[config.mk]
export PLATFORM = sky130hd
export DESIGN_NAME = temperature_to_pwm_compare_map
export DESIGN_NICKNAME = d
export VERILOG_FILES = /design/src/rtl/tpcm_pkg.sv /design/src/rtl/temperature_to_pwm_compare_map.sv /design/src/rtl/tpcm_front.sv /design/src/rtl/tpcm_queue.sv /design/src/rtl/tpcm_back.sv
export VERILOG_INCLUDE_DIRS = /design/src /design/src/rtl
export SDC_FILE = /design/constraint.sdc
export NUM_CORES = 2
export LEC_CHECK = 0
export BUFFER_PORTS_ARGS = -buffer_cell sky130_fd_sc_hd__buf_2
export CAP_MARGIN = 20
export CORE_MARGIN = 2
export CORE_UTILIZATION = 46
export CTS_BUF_LIST = sky130_fd_sc_hd__clkbuf_8
export DETAILED_ROUTE_END_ITERATION = 10
export HOLD_SLACK_MARGIN = 0.03
export PLACE_DENSITY_LB_ADDON = 0.15
export SLEW_MARGIN = 10
export SYNTH_ARGS = -nofsm -noshare
export SYNTH_HDL_FRONTEND = slang
export SYNTH_HIERARCHICAL = 1
export SYNTH_SLANG_ARGS = --single-unit
[constraint.sdc]
create_clock -name i_clk -period 12.3 [get_ports i_clk]
set_input_delay 2.46 -clock i_clk [delete_from_list [all_inputs] [get_ports i_clk]]
set_output_delay 2.46 -clock i_clk [all_outputs]
set_load 0.03 [all_outputs]
[src/rtl/assert_macros.svh]
// assertion macros shared by the rtl modules
// no dependencies
`ifndef ASSERT_MACROS_SVH
`define ASSERT_MACROS_SVH

// property checked at every clock edge outside reset
`define ASSERT_ALWAYS(label, clk, rst_n, prop, msg) \
    label: assert property (@(posedge clk) disable iff (!rst_n) prop) else $error(msg);

// consequent checked in the cycle after the antecedent
`define ASSERT_NEXT(label, clk, rst_n, ante, cons, msg) \
    label: assert property (@(posedge clk) disable iff (!rst_n) (ante) |=> (cons)) else $error(msg);

`endif

[src/rtl/tpcm_pkg.sv]
// shared types and constants for the temperature to pwm compare map
// no dependencies
package tpcm_pkg;

    localparam int QUEUE_DEPTH_DEF = 4;

    // divide by ten: x / 10 == (x * 52429) >> 19 for x below 43690
    localparam logic [15:0] RECIP10 = 16'd52429;
    localparam int RECIP10_SHIFT = 19;

    localparam int NUM_W = 24;
    localparam int DIV_STEP = 4;
    localparam int DIV_STAGES = NUM_W / DIV_STEP;

    localparam logic [15:0] TOP_COUNT_RST = 16'd2500;

    localparam logic [1:0] CFG_TOP_COUNT = 2'd0;
    localparam logic [1:0] CFG_LOW_LIMIT = 2'd1;
    localparam logic [1:0] CFG_HIGH_LIMIT = 2'd2;

    typedef struct packed {
        logic [15:0] top_count;
        logic [7:0]  low_limit;
        logic [7:0]  high_limit;
    } t_cfg;

    typedef struct packed {
        logic             need_div;
        logic [15:0]      value;
        logic [NUM_W-1:0] num;
        logic [7:0]       den;
    } t_entry;

endpackage

[src/rtl/temperature_to_pwm_compare_map.sv]
// top level: configuration registers, front end, queue and divider back end
// uses tpcm_pkg, tpcm_front, tpcm_queue and tpcm_back
//
// channel   direction  handshake                   payload
// input     in         i_in_valid / o_in_stall     i_temp_tenths, i_out_of_range
// output    out        o_out_valid / i_out_stall   o_compare_value
// config    in         i_cfg_valid / o_cfg_ready   i_cfg_index, i_cfg_data
//
// one transaction per cycle sustained while the output does not stall; the path runs
// through 4 front stages, the queue, a register taking the queue head, DIV_STAGES
// divider stages and the output register
// the divider back end is pipelined at four quotient bits per stage
// reset clears all valid bits and the queue and loads the register reset values
// an output stall freezes the back end; the front end keeps filling the queue
// and stalls the input only once its last stage holds and the queue is full
module temperature_to_pwm_compare_map #(
    parameter int QUEUE_DEPTH = tpcm_pkg::QUEUE_DEPTH_DEF
) (
    input  logic               i_clk,
    input  logic               i_rst_n,
    input  logic               i_in_valid,
    output logic               o_in_stall,
    input  logic signed [15:0] i_temp_tenths,
    input  logic               i_out_of_range,
    output logic               o_out_valid,
    input  logic               i_out_stall,
    output logic [15:0]        o_compare_value,
    input  logic               i_cfg_valid,
    output logic               o_cfg_ready,
    input  logic [1:0]         i_cfg_index,
    input  logic [15:0]        i_cfg_data
);
    import tpcm_pkg::*;

    t_cfg   r_cfg;
    t_entry front_entry;
    t_entry q_head;
    logic   front_push;
    logic   q_full, q_empty, q_pop;

    assign o_cfg_ready = 1'b1;

    always_ff @(posedge i_clk) begin
        if (!i_rst_n) begin
            r_cfg.top_count <= TOP_COUNT_RST;
            r_cfg.low_limit <= '0;
            r_cfg.high_limit <= '0;
        end else if (i_cfg_valid && o_cfg_ready) begin
            unique case (i_cfg_index)
                CFG_TOP_COUNT:  r_cfg.top_count <= i_cfg_data;
                CFG_LOW_LIMIT:  r_cfg.low_limit <= i_cfg_data[7:0];
                CFG_HIGH_LIMIT: r_cfg.high_limit <= i_cfg_data[7:0];
                default: ;
            endcase
        end
    end

    tpcm_front u_front (
        .i_clk          (i_clk),
        .i_rst_n        (i_rst_n),
        .i_cfg          (r_cfg),
        .i_in_valid     (i_in_valid),
        .o_in_stall     (o_in_stall),
        .i_temp_tenths  (i_temp_tenths),
        .i_out_of_range (i_out_of_range),
        .i_q_full       (q_full),
        .o_push         (front_push),
        .o_entry        (front_entry)
    );

    tpcm_queue #(
        .QUEUE_DEPTH (QUEUE_DEPTH)
    ) u_queue (
        .i_clk   (i_clk),
        .i_rst_n (i_rst_n),
        .i_push  (front_push),
        .i_entry (front_entry),
        .o_full  (q_full),
        .i_pop   (q_pop),
        .o_empty (q_empty),
        .o_head  (q_head)
    );

    tpcm_back u_back (
        .i_clk           (i_clk),
        .i_rst_n         (i_rst_n),
        .i_q_empty       (q_empty),
        .i_head          (q_head),
        .o_pop           (q_pop),
        .o_out_valid     (o_out_valid),
        .i_out_stall     (i_out_stall),
        .o_compare_value (o_compare_value)
    );

endmodule

[src/rtl/tpcm_front.sv]
// front end: accepts samples, scales to whole degrees and classifies them
// uses tpcm_pkg and assert_macros.svh
`include "assert_macros.svh"
module tpcm_front (
    input  logic                  i_clk,
    input  logic                  i_rst_n,
    input  tpcm_pkg::t_cfg        i_cfg,
    input  logic                  i_in_valid,
    output logic                  o_in_stall,
    input  logic signed [15:0]    i_temp_tenths,
    input  logic                  i_out_of_range,
    input  logic                  i_q_full,
    output logic                  o_push,
    output tpcm_pkg::t_entry      o_entry
);
    import tpcm_pkg::*;

    logic        f_en;
    logic        r_v1, r_v2, r_v3, r_v4;
    logic [15:0] r_abs1;
    logic        r_neg1, r_alarm1;
    logic [31:0] r_prod2;
    logic        r_neg2, r_alarm2;
    t_entry      r_e3;
    logic [15:0] r_delta3;
    logic [7:0]  r_diff3;
    t_entry      r_e4;
    logic [15:0] n_abs1;
    t_entry      n_e3;
    logic [15:0] n_delta3;
    logic [7:0]  n_diff3;
    t_entry      n_e4;

    assign f_en = !r_v4 || !i_q_full;
    assign o_in_stall = !f_en;
    assign o_push = r_v4 && !i_q_full;
    assign o_entry = r_e4;

    assign n_abs1 = i_temp_tenths[15] ? 16'(-i_temp_tenths) : 16'(i_temp_tenths);

    always_comb begin
        logic [12:0]        v_q;
        logic signed [12:0] v_t;
        logic signed [12:0] v_lo;
        logic signed [12:0] v_hi;
        logic [15:0]        v_top;
        logic [15:0]        v_half;
        v_q = r_prod2[31:RECIP10_SHIFT];
        v_t = r_neg2 ? -$signed(v_q) : $signed(v_q);
        v_lo = $signed({5'b0, i_cfg.low_limit});
        v_hi = $signed({5'b0, i_cfg.high_limit});
        v_top = i_cfg.top_count;
        v_half = {1'b0, v_top[15:1]};
        n_e3 = '0;
        n_delta3 = v_top - v_half;
        n_diff3 = 8'(v_t - v_lo);
        n_e3.den = i_cfg.high_limit - i_cfg.low_limit;
        if (r_alarm2) begin
            n_e3.value = v_top;
        end else if (i_cfg.high_limit == i_cfg.low_limit) begin
            n_e3.value = 16'(({1'b0, v_top} + {1'b0, v_half}) >> 1);
        end else if (v_t <= v_lo) begin
            n_e3.value = v_top;
        end else if (v_t >= v_hi) begin
            n_e3.value = v_half;
        end else begin
            n_e3.value = v_top;
            n_e3.need_div = 1'b1;
        end
    end

    always_comb begin
        n_e4 = r_e3;
        n_e4.num = NUM_W'(r_delta3) * NUM_W'(r_diff3);
    end

    always_ff @(posedge i_clk) begin
        if (!i_rst_n) begin
            r_v1 <= 1'b0;
            r_v2 <= 1'b0;
            r_v3 <= 1'b0;
            r_v4 <= 1'b0;
        end else if (f_en) begin
            r_v1 <= i_in_valid;
            r_v2 <= r_v1;
            r_v3 <= r_v2;
            r_v4 <= r_v3;
        end
    end

    always_ff @(posedge i_clk) begin
        if (f_en) begin
            r_abs1 <= n_abs1;
            r_neg1 <= i_temp_tenths[15];
            r_alarm1 <= i_out_of_range;
            r_prod2 <= 32'(r_abs1) * 32'(RECIP10);
            r_neg2 <= r_neg1;
            r_alarm2 <= r_alarm1;
            r_e3 <= n_e3;
            r_delta3 <= n_delta3;
            r_diff3 <= n_diff3;
            r_e4 <= n_e4;
        end
    end

    // quotient must fit sixteen bits and the divisor be non-zero
    `ASSERT_ALWAYS(a_div_operands, i_clk, i_rst_n, (r_v4 && r_e4.need_div) |-> (r_e4.den != 8'd0 && r_e4.num[23:16] < r_e4.den), "divide operands out of range")

endmodule

[src/rtl/tpcm_queue.sv]
// small register queue between front end and divider back end
// uses tpcm_pkg and assert_macros.svh
`include "assert_macros.svh"
module tpcm_queue #(
    parameter int QUEUE_DEPTH = tpcm_pkg::QUEUE_DEPTH_DEF
) (
    input  logic             i_clk,
    input  logic             i_rst_n,
    input  logic             i_push,
    input  tpcm_pkg::t_entry i_entry,
    output logic             o_full,
    input  logic             i_pop,
    output logic             o_empty,
    output tpcm_pkg::t_entry o_head
);
    import tpcm_pkg::*;

    localparam int PTR_W = $clog2(QUEUE_DEPTH);
    localparam int CNT_W = $clog2(QUEUE_DEPTH + 1);

    t_entry             r_mem [QUEUE_DEPTH];
    logic [PTR_W-1:0]   r_wr_ptr, r_rd_ptr;
    logic [CNT_W-1:0]   r_count;
    logic               do_push, do_pop;

    assign o_full = r_count == CNT_W'(QUEUE_DEPTH);
    assign o_empty = r_count == '0;
    assign o_head = r_mem[r_rd_ptr];
    assign do_push = i_push && !o_full;
    assign do_pop = i_pop && !o_empty;

    always_ff @(posedge i_clk) begin
        if (!i_rst_n) begin
            r_wr_ptr <= '0;
            r_rd_ptr <= '0;
            r_count <= '0;
        end else begin
            if (do_push) begin
                r_wr_ptr <= (r_wr_ptr == PTR_W'(QUEUE_DEPTH - 1)) ? '0 : r_wr_ptr + 1'b1;
            end
            if (do_pop) begin
                r_rd_ptr <= (r_rd_ptr == PTR_W'(QUEUE_DEPTH - 1)) ? '0 : r_rd_ptr + 1'b1;
            end
            if (do_push && !do_pop) begin
                r_count <= r_count + 1'b1;
            end else if (do_pop && !do_push) begin
                r_count <= r_count - 1'b1;
            end
        end
    end

    always_ff @(posedge i_clk) begin
        if (do_push) begin
            r_mem[r_wr_ptr] <= i_entry;
        end
    end

    `ASSERT_ALWAYS(a_count_bound, i_clk, i_rst_n, r_count <= CNT_W'(QUEUE_DEPTH), "queue count overflow")
    `ASSERT_NEXT(a_push_lands, i_clk, i_rst_n, do_push && !do_pop, !o_empty, "pushed transaction lost")

endmodule

[src/rtl/tpcm_back.sv]
// back end: pipelined restoring divider and final compare value register
// uses tpcm_pkg and assert_macros.svh
`include "assert_macros.svh"
module tpcm_back (
    input  logic             i_clk,
    input  logic             i_rst_n,
    input  logic             i_q_empty,
    input  tpcm_pkg::t_entry i_head,
    output logic             o_pop,
    output logic             o_out_valid,
    input  logic             i_out_stall,
    output logic [15:0]      o_compare_value
);
    import tpcm_pkg::*;

    logic             b_en;
    logic             r_bv   [DIV_STAGES+1];
    logic [7:0]       r_rem  [DIV_STAGES+1];
    logic [NUM_W-1:0] r_dq   [DIV_STAGES+1];
    logic [7:0]       r_den  [DIV_STAGES+1];
    logic [15:0]      r_base [DIV_STAGES+1];
    logic             r_need [DIV_STAGES+1];
    logic [7:0]       n_rem  [DIV_STAGES];
    logic [NUM_W-1:0] n_dq   [DIV_STAGES];
    logic             r_out_valid;
    logic [15:0]      r_out;

    assign b_en = !r_out_valid || !i_out_stall;
    assign o_pop = b_en && !i_q_empty;
    assign o_out_valid = r_out_valid;
    assign o_compare_value = r_out;

    for (genvar s = 0; s < DIV_STAGES; s++) begin : g_div
        always_comb begin
            logic [8:0]       v_try;
            logic [7:0]       v_rem;
            logic [NUM_W-1:0] v_dq;
            v_rem = r_rem[s];
            v_dq = r_dq[s];
            for (int k = 0; k < DIV_STEP; k++) begin
                v_try = {v_rem, v_dq[NUM_W-1]};
                v_dq = {v_dq[NUM_W-2:0], 1'b0};
                if (v_try >= {1'b0, r_den[s]}) begin
                    v_try = v_try - {1'b0, r_den[s]};
                    v_dq[0] = 1'b1;
                end
                v_rem = v_try[7:0];
            end
            n_rem[s] = v_rem;
            n_dq[s] = v_dq;
        end
    end

    always_ff @(posedge i_clk) begin
        if (!i_rst_n) begin
            for (int s = 0; s <= DIV_STAGES; s++) begin
                r_bv[s] <= 1'b0;
            end
            r_out_valid <= 1'b0;
        end else if (b_en) begin
            r_bv[0] <= !i_q_empty;
            for (int s = 0; s < DIV_STAGES; s++) begin
                r_bv[s+1] <= r_bv[s];
            end
            r_out_valid <= r_bv[DIV_STAGES];
        end
    end

    always_ff @(posedge i_clk) begin
        if (b_en) begin
            r_rem[0] <= '0;
            r_dq[0] <= i_head.num;
            r_den[0] <= i_head.den;
            r_base[0] <= i_head.value;
            r_need[0] <= i_head.need_div;
            for (int s = 0; s < DIV_STAGES; s++) begin
                r_rem[s+1] <= n_rem[s];
                r_dq[s+1] <= n_dq[s];
                r_den[s+1] <= r_den[s];
                r_base[s+1] <= r_base[s];
                r_need[s+1] <= r_need[s];
            end
            r_out <= r_need[DIV_STAGES] ? r_base[DIV_STAGES] - r_dq[DIV_STAGES][15:0]
                                        : r_base[DIV_STAGES];
        end
    end

    // interpolated step never exceeds the top count
    `ASSERT_ALWAYS(a_quot_range, i_clk, i_rst_n, (r_bv[DIV_STAGES] && r_need[DIV_STAGES]) |-> (r_dq[DIV_STAGES][23:16] == 8'd0 && r_dq[DIV_STAGES][15:0] <= r_base[DIV_STAGES]), "quotient out of range")

endmodule

# Word-level counts from Yosys, hierarchy flattened
# Memories as Yosys holds them, arrays and structs flattened. A register that Yosys moved wholly into a read port is not among the register bits.
# Cells that the tools add are included.
# word_totals
mem_count	7
word_cells	210
input_bits	40
reg_bits	209
ram_bits	602
# memory_table
name	depth	word_bits	read_ports	rd_ports_with_merged_regs	write_ports	line_no	rtl
u_queue.r_mem	4	49	1	1	1	tpcm_queue.sv:21	t_entry r_mem [QUEUE_DEPTH];
u_back.r_dq	7	24	7	0	7	tpcm_back.sv:19	logic [NUM_W-1:0] r_dq [DIV_STAGES+1];
u_back.r_base	7	16	7	0	7	tpcm_back.sv:21	logic [15:0] r_base [DIV_STAGES+1];
u_back.r_den	7	8	6	0	7	tpcm_back.sv:20	logic [7:0] r_den [DIV_STAGES+1];
u_back.r_rem	7	8	6	0	7	tpcm_back.sv:18	logic [7:0] r_rem [DIV_STAGES+1];
u_back.r_bv	7	1	7	1	7	tpcm_back.sv:17	logic r_bv [DIV_STAGES+1];
1 more memories	n/a	n/a	n/a	n/a	n/a	n/a	
# classes
add_sub_neg	35
n_reduce_logical	24
n_eq_ne	6
n_lt_le_gt_ge	26
multipliers	2
bitwise	7
mux	76
# ops
operator	count
greater-or-equal comparator 9 x 8 -> 1 bit	24
subtractor 8 bit	26
two-way mux 8 bit	24
two-way mux 16 bit	5
two-way mux 1 bit	39
multiplier 16 x 16 -> 32 bit, second input constant	1
multiplier 16 x 8 -> 24 bit	1
adder 16 x 15 -> 17 bit	1
negation 16 bit	1
subtractor 16 x 15 -> 16 bit	1
subtractor 16 bit	1
two-way mux 15 bit	1
greater-or-equal comparator 13 x 9 -> 1 bit	1
<= comparator 13 x 9 -> 1 bit	1
two-way mux 13 bit	1
negation 13 bit	1
zero test 1 bit	9
equality test 8 bit	1
two-way mux 2 bit	4
OR 1 bit	7
equality test 2 bit, second input constant	3
logical AND 1 bit	6
two-way mux 3 bit	2
AND reduction 2 bit	3
other kinds (10)	12

# Logic depth before layout (Yosys ltp)
# An unclocked memory read counts as a cell.
# depth
word_depth	9
ltp_mapped	43

# Cells and area by module
# The synthesis kept the hierarchy.
# modules_own_cells
mod	area_per_inst_um2	cells_each	n_inst
tpcm_back	21325.5	1803	1
tpcm_front	15424.8	1504	1
tpcm_queue	7566.0	307	1
temperature_to_pwm_compare_map	1277.5	129	1

# Least setup slack after synthesis
# OpenSTA, ideal clock, no wires.
# synth_path
path_kind	input port to flip-flop
start	in i_out_stall
end	mem u_back.r_bv[5] (data pin)
required_time_ps	11976
path_stages	4
path_slack_ps	111
setup_time_ps	324
t_arrival_ps	11865
path_buffers	1
cell_sequence	and2_1 -> clkbuf_1 -> clkinv_1 -> and3_1
# synth_lines
element	line_no	rtl
from (decl)	temperature_to_pwm_compare_map.sv:26	input logic i_out_stall,
to (decl)	tpcm_back.sv:17	

==> results.sh <==
export IMPL_outcome="finished, final reports clean"
export IMPL_crit_cells=35
export IMPL_synth_nets=4413
export IMPL_crit_path_start="u_back/r_den[4][1]$_DFFE_PN_"
export IMPL_path_delay_family="compound AO/OA/AOI/OAI gates"
export IMPL_drc=0
export IMPL_initial_core_util_pct=46.39
export IMPL_grt_pass1_wl_um=147500
export IMPL_holdWs_ns=0.3953
export IMPL_tritoncts="done"
export IMPL_clock_skew_ns=0.04383
export IMPL_yosysSeqAreaShare_pct=46.76
export IMPL_hp_class="flop to flop"
export IMPL_postCtsHoldBufs=0
export IMPL_clockBufferDepth=3
export IMPL_synth_warnings=6
export IMPL_hpwl_um=66610
export IMPL_critPathMaxStageDelay_ns=0.78
export IMPL_crit_arrival_ns=10.19
export IMPL_gp_congestion=0.8349
export IMPL_htree_levels=3
export IMPL_drt_iter0_drc=1583
export IMPL_numPortBuffers=57
export IMPL_antenna_left=0
export IMPL_fin_nets=4537
export IMPL_cts_sinks=727
export IMPL_tns_ns=0
export IMPL_synth_seq_cells=727
export IMPL_first_pass_iters=6
export IMPL_start_kind="flop"
export IMPL_crit_end="u_back/r_rem[5][6]$_DFFE_PN_"
export IMPL_die_w_um=318.8
export IMPL_rr_endpoint="u_back/r_rem[5][6]$_DFFE_PN_"
export IMPL_synthFlopType="edfxtp_1"
export IMPL_required_ns=12.75
export IMPL_drv_slew=0
export IMPL_viasPerCell=5.219
export IMPL_area_delta_synth_final_pct=8.864
export IMPL_utilization_pct=50.51
export IMPL_critPathMaxFanout=15
export IMPL_r2r_start="u_back/r_den[4][1]$_DFFE_PN_"
export IMPL_maxCapViolCount=0
export IMPL_antenna_found_initial=1
export IMPL_post_cts_buffers=0
export IMPL_netlist_instances=3743
export IMPL_clockRootBuffer="clkbuf_8"
export IMPL_r2r_cells=35
export IMPL_synth_cell_types=108
export IMPL_clk_pin_slew_ns=0.07
export IMPL_rsz0062_at_grt="no"
export IMPL_regArea_um2=21330
export IMPL_critPathBufInv=4
export IMPL_endpoint_kind="flop"
export IMPL_die_h_um=318.8
export IMPL_die_area_um2=101700
export IMPL_multi_input_comb_area_um2=22040
export IMPL_cp_slowest_cell="or4_1"
export IMPL_cts_resized=0
export IMPL_numCtsBuffers=120
export IMPL_hold_violations=0
export IMPL_tightest_slew_ns=1.003
export IMPL_syn_area_um2=45590
export IMPL_synth_edf_count=676
export IMPL_slew_limit_headroom_pct=33.14
export IMPL_layout_min_cycle_time_ns=9.745
export IMPL_grt_ovfl_total=0
export IMPL_async_flop_share_pct=0
export IMPL_syn_area_per_cell_um2=12.18
export IMPL_grt_max_degree=188
export IMPL_detail_route_wl_per_cell_um=17.20
export IMPL_nFillCells=8759
export IMPL_layout_worst_path_cycle_share_pct=79.23
export IMPL_clk_insertion_delay_late_ns=0.76
export IMPL_grt_usage_pct=18.05
export IMPL_ios=59
export IMPL_vias=27428
export IMPL_routed_wl_um=90390
export IMPL_core_region_area_um2=98280
export IMPL_drive_above_1_share_pct=10.36
export IMPL_crit_type="flop to flop"
export IMPL_rrSetupSlack_ns=2.55
export IMPL_first_global_vias=27689
export IMPL_num_rows=115
export IMPL_setup_viol=0
export IMPL_fmax_ghz=0.1026
==> synthesized netlist by cell type, drive strengths merged (57+ instances only) <==
cell | instances | area [um2]
a21oi | 144 | 732.0
inv | 505 | 1896
mux2i | 60 | 600.6
nand2b | 58 | 362.9
nor2 | 151 | 579.3
xor2 | 57 | 499.2
edfxtp | 676 | 20300
fa | 191 | 3824
mux2 | 65 | 732.0
a21o | 66 | 495.5
xnor2 | 147 | 1287
nand2 | 234 | 878.3
ha | 439 | 5493
and2 | 100 | 625.6
o21ai | 137 | 693.2
==> state kept, by name, indices dropped and copies added, names as in the netlist, 2 cells and up, named ones only <==
register / flops
r_cfg: 32
u_back/o_compare_value: 16
u_back/r_base: 112
u_back/r_bv: 7
u_back/r_den: 48
u_back/r_dq: 124
u_back/r_need: 7
u_back/r_rem: 40
u_front/n_e4: 25
u_front/o_entry: 49
u_front/r_abs1: 16
u_front/r_delta3: 16
u_front/r_diff3: 8
u_front/r_prod2: 13
u_queue/r_count: 3
u_queue/r_mem: 196
u_queue/r_rd_ptr: 2
u_queue/r_wr_ptr: 2
==> worst register-to-register path, delay by kind of cell (launching register included) <==
kind	cells	cell delay, ns
AOI/OAI and AO/OA	22	5.38
and+or+nand+nor	5	1.74
buffers and inverters	4	0.62
adders and majority gates	4	1.25
DFF	1	0.48
==> cells by family (layout without fill, tap and decap cells) <==
group | Yosys count | after routing | share of synthesized area [%]
AOI/OAI and AO/OA | 620 | 620 | 9.416
other | 1 | 2 | 0.008225
muxes | 174 | 174 | 5.360
xor gates and xnor gates | 204 | 204 | 3.919
buffers and inverters | 572 | 796 | 4.948
adders and majority gates | 630 | 630 | 20.43
DFF | 727 | 727 | 46.76
and+or+nand+nor | 815 | 815 | 9.155
==> stage by stage <==
stage / instances / instance area [um2] / setup WS [ns]
final: 5255 / 49640 / 2.555
after detailed placement: 5032 / 47260 / 2.580
after global routing: 5255 / 49640 / 1.824
after CTS: 5254 / 49630 / 2.558
after floorplan: 3743 / 45590 / 0.1109
after global placement: 5032 / 47260 / 2.741
==> worst min path at each step <==
stage          depth (start not counted)                             end                           start
3_5_place_dp                           0  u_back/r_base[3][10]$_DFFE_PN_  u_back/r_base[2][10]$_DFFE_PN_
2_1_floorplan                          0   u_back/r_base[1][0]$_DFFE_PN_   u_back/r_base[0][0]$_DFFE_PN_
4_1_cts                                0    u_back/r_dq[1][20]$_DFFE_PN_    u_back/r_dq[0][16]$_DFFE_PN_
5_1_grt                                0    u_front/o_entry[5]$_DFFE_PN_       u_front/n_e4[5]$_DFFE_PN_
3_3_place_gp                           0  u_back/r_base[6][15]$_DFFE_PN_  u_back/r_base[5][15]$_DFFE_PN_
6_report                               0   u_back/r_base[4][4]$_DFFE_PN_   u_back/r_base[3][4]$_DFFE_PN_
==> routing by layer <==
metal | up-vias | track usage [%] | wire length [um]
met4 | 0 | 4.897 | 2006
met1 | 13256 | 24.92 | 43070
met2 | 391 | 29.84 | 42310
met3 | 128 | 2.572 | 3011
met5 | - | 0 | 0
li1 | 13653 | - | -
==> cells in the final DEF (no fill, tap or decap), types with 32 or more instances in the layout <==
cell type and n:
edfxtp_1 676, inv_1 527, ha_1 439, nand2_1 233
fa_1 191, nor2_1 148, xnor2_1 147, a21oi_1 141
o21ai_0 132, clkbuf_8 121, and2_1 96, a21o_1 66
mux2_2 65, mux2i_1 60, nand2b_1 58, buf_2 57
xor2_1 57, nor3_1 51, dfxtp_1 49, nor2b_1 48
mux4_2 47, clkinv_1 37, nand3_1 37, o21a_1 32
==> final cells by class <==
class | count | share of cell area (%)
clock buffer | 121 | 3.355
tap | 1287 | 3.244
multi-input combinational | 2444 | 44.40
inverter | 506 | 3.842
timing repair buffer | 68 | 0.7663
antenna | 1 | 0.005042
sequential | 727 | 42.96
clock inverter | 101 | 1.422
Power is left out: the tool's default activity adds up to more than one toggle a clock period on the data nets, which glitch-free logic cannot reach.
